--- config.mk ---
export PLATFORM = sky130hd
export DESIGN_NAME = dnnr_ctrl
export DESIGN_NICKNAME = d
export VERILOG_FILES = /design/src/dnnr_pkg.sv /design/src/dnnr_ctrl.sv
export SDC_FILE = /design/constraint.sdc
export NUM_CORES = 1
export LEC_CHECK = 0
export ABC_AREA = 1
export BUFFER_PORTS_ARGS = -buffer_cell sky130_fd_sc_hd__clkbuf_2
export CAP_MARGIN = 10
export CELL_PAD_IN_SITES_DETAIL_PLACEMENT = 1
export CELL_PAD_IN_SITES_GLOBAL_PLACEMENT = 1
export CORE_AREA = 4 4 93 78
export CTS_CLUSTER_SIZE = 10
export DETAILED_ROUTE_END_ITERATION = 8
export DIE_AREA = 0 0 97 82
export PLACE_DENSITY = 0.89
export SLEW_MARGIN = 20
export SYNTH_ARGS = -nofsm -noshare
export SYNTH_HDL_FRONTEND = slang
export SYNTH_SLANG_ARGS = --single-unit
--- constraint.sdc ---
create_clock -name i_clk -period 2.9 [get_ports i_clk]
set_input_delay 0.58 -clock i_clk [delete_from_list [all_inputs] [get_ports i_clk]]
set_output_delay 0.58 -clock i_clk [all_outputs]
set_load 0.03 [all_outputs]
--- src/dnnr_pkg.sv ---
`timescale 1ns / 1ps

package dnnr_pkg;

    localparam int MAX_ENTRIES = 1024;
    localparam int MAX_QUADS   = 32;
    localparam int LANE_BITS   = 16;

    localparam int ENTRY_W  = $clog2(MAX_ENTRIES);
    localparam int QUAD_W   = (MAX_QUADS > 1) ? $clog2(MAX_QUADS) : 1;
    localparam int QLIM_W   = $clog2(MAX_QUADS + 1);
    localparam int NLIM_W   = $clog2(MAX_ENTRIES + 1);
    localparam int WORD_W   = 4 * LANE_BITS;
    localparam int ADDR_W   = ENTRY_W + QUAD_W;
    localparam int SQ_W     = 2 * LANE_BITS;
    localparam int SUM_W    = SQ_W + 2;
    localparam int DIST_W   = 40;
    localparam int ACC_W    = ((SUM_W > DIST_W) ? SUM_W : DIST_W) + 1;

    localparam logic [DIST_W-1:0] DIST_MAX = {DIST_W{1'b1}};

    localparam int CFG_W = 11;
    localparam logic CFG_MODEL_COUNT = 1'b0;
    localparam logic CFG_QUAD_COUNT  = 1'b1;

    localparam logic REQ_LOAD  = 1'b0;
    localparam logic REQ_QUERY = 1'b1;

    typedef struct packed {
        logic               start;
        logic               issue;
        logic [ENTRY_W-1:0] entry;
        logic [QUAD_W-1:0]  quad;
        logic               first;
        logic               last;
        logic               use_q;
        logic               result;
    } t_cmd;

    typedef struct packed {
        logic busy;
        logic out_valid;
    } t_stat;

endpackage

--- src/dnnr_ctrl.sv ---
`timescale 1ns / 1ps

module dnnr_ctrl (
    input  logic                 i_clk,
    input  logic                 i_rst_n,
    input  logic                 i_cfg_we,
    input  logic                 i_cfg_idx,
    input  logic [dnnr_pkg::CFG_W-1:0] i_cfg_data,
    input  logic                 i_in_valid,
    input  logic                 i_in_user,
    input  logic                 i_in_last,
    output logic                 o_in_ready,
    input  dnnr_pkg::t_stat      i_stat,
    output dnnr_pkg::t_cmd       o_cmd
);
    import dnnr_pkg::*;

    typedef enum logic [3:0] {
        S_IDLE   = 4'b0001,
        S_SCAN   = 4'b0010,
        S_DRAIN  = 4'b0100,
        S_RESULT = 4'b1000
    } t_state;

    t_state r_state, n_state;
    logic [CFG_W-1:0]   r_model_count;
    logic [5:0]         r_quad_count;
    logic [ENTRY_W-1:0] r_entry, n_entry;
    logic [QUAD_W-1:0]  r_quad, n_quad;

    logic [NLIM_W-1:0] n_lim;
    logic [QLIM_W-1:0] q_lim;
    logic [QLIM_W-1:0] q_iter;
    logic              start;
    logic              accept;
    logic              quad_end;
    logic              entry_end;

    assign n_lim  = (r_model_count > CFG_W'(MAX_ENTRIES)) ? NLIM_W'(MAX_ENTRIES)
                                                         : NLIM_W'(r_model_count);
    assign q_lim  = (r_quad_count > 6'(MAX_QUADS)) ? QLIM_W'(MAX_QUADS)
                                                  : QLIM_W'(r_quad_count);
    // an empty descriptor still takes one pass per entry
    assign q_iter = (q_lim == '0) ? QLIM_W'(1) : q_lim;

    assign o_in_ready = (r_state == S_IDLE) &&
                        (!i_stat.out_valid || !(i_in_user == REQ_QUERY && i_in_last));
    assign accept     = i_in_valid && o_in_ready;
    assign start      = accept && (i_in_user == REQ_QUERY) && i_in_last;
    assign quad_end   = (QLIM_W'(r_quad) == q_iter - QLIM_W'(1));
    assign entry_end  = (NLIM_W'(r_entry) == n_lim - NLIM_W'(1));

    always_comb begin
        n_state = r_state;
        n_entry = r_entry;
        n_quad  = r_quad;
        case (r_state)
            S_IDLE: begin
                n_entry = '0;
                n_quad  = '0;
                if (start) begin
                    n_state = (n_lim == '0) ? S_DRAIN : S_SCAN;
                end
            end
            S_SCAN: begin
                if (quad_end) begin
                    n_quad  = '0;
                    n_entry = r_entry + ENTRY_W'(1);
                    if (entry_end) begin
                        n_state = S_DRAIN;
                    end
                end else begin
                    n_quad = r_quad + QUAD_W'(1);
                end
            end
            S_DRAIN: begin
                if (!i_stat.busy) begin
                    n_state = S_RESULT;
                end
            end
            S_RESULT: n_state = S_IDLE;
            default:  n_state = S_IDLE;
        endcase
    end

    always_ff @(posedge i_clk) begin
        if (!i_rst_n) begin
            r_state       <= S_IDLE;
            r_entry       <= '0;
            r_quad        <= '0;
            r_model_count <= '0;
            r_quad_count  <= 6'(MAX_QUADS);
        end else begin
            r_state <= n_state;
            r_entry <= n_entry;
            r_quad  <= n_quad;
            if (i_cfg_we) begin
                case (i_cfg_idx)
                    CFG_MODEL_COUNT: r_model_count <= i_cfg_data;
                    CFG_QUAD_COUNT:  r_quad_count  <= i_cfg_data[5:0];
                    default:         r_model_count <= r_model_count;
                endcase
            end
        end
    end

    always_comb begin
        o_cmd        = '0;
        o_cmd.start  = start;
        o_cmd.issue  = (r_state == S_SCAN);
        o_cmd.entry  = r_entry;
        o_cmd.quad   = r_quad;
        o_cmd.first  = (r_quad == '0);
        o_cmd.last   = quad_end;
        o_cmd.use_q  = (q_lim != '0);
        o_cmd.result = (r_state == S_RESULT);
    end

`ifndef SYNTH
    a_start_scan: assert property (@(posedge i_clk) disable iff (!i_rst_n)
        start |=> (r_state == S_SCAN || r_state == S_DRAIN))
        else $error("scan did not start after last query word");
    a_quad_range: assert property (@(posedge i_clk) disable iff (!i_rst_n)
        (r_state == S_SCAN) |-> (QLIM_W'(r_quad) < q_iter))
        else $error("quad counter beyond descriptor length");
    a_result_out: assert property (@(posedge i_clk) disable iff (!i_rst_n)
        (r_state == S_RESULT) |=> i_stat.out_valid)
        else $error("result not presented");
    a_drain_idle: assert property (@(posedge i_clk) disable iff (!i_rst_n)
        (r_state == S_RESULT) |-> !i_stat.busy)
        else $error("result taken while pipeline busy");
`endif

endmodule

==> impl_metrics.ini <==
[setup_path]
critical_path_required_ns = 2.32
worstPathMaxFanout = 5
crit_arrival_ns = 2.20
endpoint_kind = output port
cp-start-kind = register
crit_type = register to output port

[clock_tree]
clock_path_buffers = 2
cts_root_buffer = clkbuf_8
h-tree-depth = 2
hold_buffers = 0
clock_latency_ns = 0.30
cts_made_buffers = 5
clock-sinks = 36
cts.reportedPaths.clkPinSlew_ns = 0.08
cts_tree = built

[place]
hpwl_um = 5460
portBuffers = 41
placed_area_um2 = 2670
gp_congestion = 0.860

[grt]
track_usage = 0.190
grt_overflow = 0
use_met1 = 0.221
met3_usage = 0.0390
grt_use_met2 = 0.354
grt_max_degree = 22
grt_pass1_vias = 2706
grt_pass1_wl_um = 12300
antenna_found_initial = 0
busiest_layer = met2

[yosys]
synth_top_family_by_area = simple AND/OR/NAND/NOR gates
synth_cells = 377
ys_ff_latch = 36
synth_top_area_cell = dfxtp_1
synth_area_leaders = dfxtp_1 (30%), nand2_1 (14%), inv_1 (8.0%)
yosysWarnings = 0
synthSimpleGateAreaFrac = 0.374
synth.area.mux_share = 0
synth_nets = 403
synth_cell_type_count = 34
seq_area_frac_synth = 0.301
synth_compound_gate_area_share = 0.133
synth_top_area_share = 0.301
synthAdderAreaFrac = 0.0313
syn_area_um2 = 2400
post_synth.cell_area_avg_um2 = 6.36
synthXorXnorAreaFrac = 0.0548

[die]
die_x_um = 97
die_h_um = 82
initial_core_util = 0.382
core_um2 = 6280
num_rows = 26
dieArea_um2 = 7950
io_pins = 42

[detailed_routing]
wl_per_cell_um = 14.2
drtIter0Drc = 82
vias = 2560
vias_per_cell = 5.06
drt-total-wl_um = 7210
ant_nets = 0
drcViolationCount = 0
dr.pass1.iters = 4

[cells_and_area]
antenna_cells = 0
areaGrowthSynthToFinish_pct = 17.8
drive_gt1_frac = 0.182
post-route-cell-area_um2 = 2830
num-nets-final = 447
final_common_cell = nand2_1
mostFrequentLayoutCells = nand2_1 (92), inv_1 (50), nor2_1 (47), clkbuf_2 (40)
num-fill-cells = 898

[timing]
max_slew.worst_pin.slew_ns = 0.508
fin_crit_sh = 0.957
min_period_ns = 2.78
final-setup-viol-count = 0
fin_tns_setup_ns = 0
timing.slew.headroom = 0.661
maxSlewViolCount = 0
hold_violations = 0
maxClockFrequency_mhz = 360
clock_skew_ns = 0.00715

[run]
maxCapViolations = 0

[power]
p_leak_nw = 1.34
p_per_area_nw_per_um2 = 531
max-vdd-ir-drop_uv = 280

[outcome]
status = finished, final reports clean

[hold_path]
hold_path.class = register to register
==> repair_timing <==
action / 4_1_cts / 5_1_grt
endpoints found under the setup margin: 1 / 1
pin swaps: 0 / 3
setup buffers: 0 / 3
gates resized for setup: 2 / 8
==> Yosys cell counts, drive strengths merged <==
| master | n |
|---|---|
| ha | 6 |
| a21boi | 1 |
| clkbuf | 5 |
| nand3b | 2 |
| nor3 | 10 |
| nor4 | 1 |
| o21bai | 1 |
| nand2 | 97 |
| dfxtp | 36 |
| a31oi | 1 |
| or2 | 1 |
| o21ai | 29 |
| o211ai | 1 |
| nor2 | 51 |
| buf | 4 |
| clkinv | 1 |
| nand3 | 36 |
| inv | 52 |
| xor2 | 14 |
| nand4 | 4 |
| xnor2 | 1 |
| a21oi | 21 |
| o41ai | 1 |
| o311ai | 1 |
==> flip-flops by register name, summed over array words and instances, names as in the netlist <==
name,count
r_state,4
r_entry,10
r_quad,5
r_quad_count,6
r_model_count,11
==> final timing paths <==
check / start / endpoint / slack, ns / depth (start not counted)
worst max register to register: r_model_count[4] / r_state[1] / 0.41 / 17
worst min-delay path: r_quad[4] / r_quad[4] / 0.51 / 2
worst min register to register: r_quad[4] / r_quad[4] / 0.51 / 2
worst max-delay path: r_quad_count[2] / o_cmd[2] / 0.12 / 13
==> cell type report <==
class                      count  area [um^2]  area share
clock buffer                   6         72.6      0.0257
clock inverter                 2         35.0      0.0124
inverter                      53          199      0.0704
multi-input combinational    279         1440       0.508
sequential                    36          726       0.257
tap                           84          105      0.0372
timing repair buffer          46          251      0.0890
==> metrics by stage <==
step,utilization,setup WS (ns),power (W),instances,hold slack [ns]
6_report,0.450,0.124,0.00150,506,0.508
2_1_floorplan,-,0.288,0.000947,377,0.457
3_3_place_gp,0.425,0.442,0.00103,495,0.480
3_5_place_dp,0.425,0.314,0.00105,495,0.496
5_1_grt,0.450,-0.00757,0.00161,506,0.539
4_1_cts,0.443,0.00809,0.00150,503,0.508
==> critical path: stages, from the launching register on <==
cell,delay (ns)
dfxtp_4,0.37
nor2_4,0.13
nand3_2,0.10
nand2_2,0.09
nand2_2,0.05
nand2_2,0.09
inv_2,0.05
ha_2,0.31
xor2_1,0.15
nand3_1,0.10
nor2_2,0.13
nand3_2,0.10
inv_2,0.09
clkbuf_8,0.15
==> metal layers <==
metal  share of wire  wire length [um]
met1            0.46              3310
met4           0.013                97
met5               0                 0
met3           0.032               230
met2            0.50              3570
==> cells by family after synthesis <==
logic type,count (synthesis)
fa+ha+maj,6
compound gates,56
simple gates,202
xor+xnor,15
buf+inv,62
flops,36
==> power by group <==
group          switching (W)  leakage (nW)  internal (W)
clock               0.000196        0.0552      0.000255
combinational       0.000341         0.985      0.000154
sequential         0.0000314         0.295      0.000524
total               0.000568          1.34      0.000933
(Power assumes the default switching activity.)
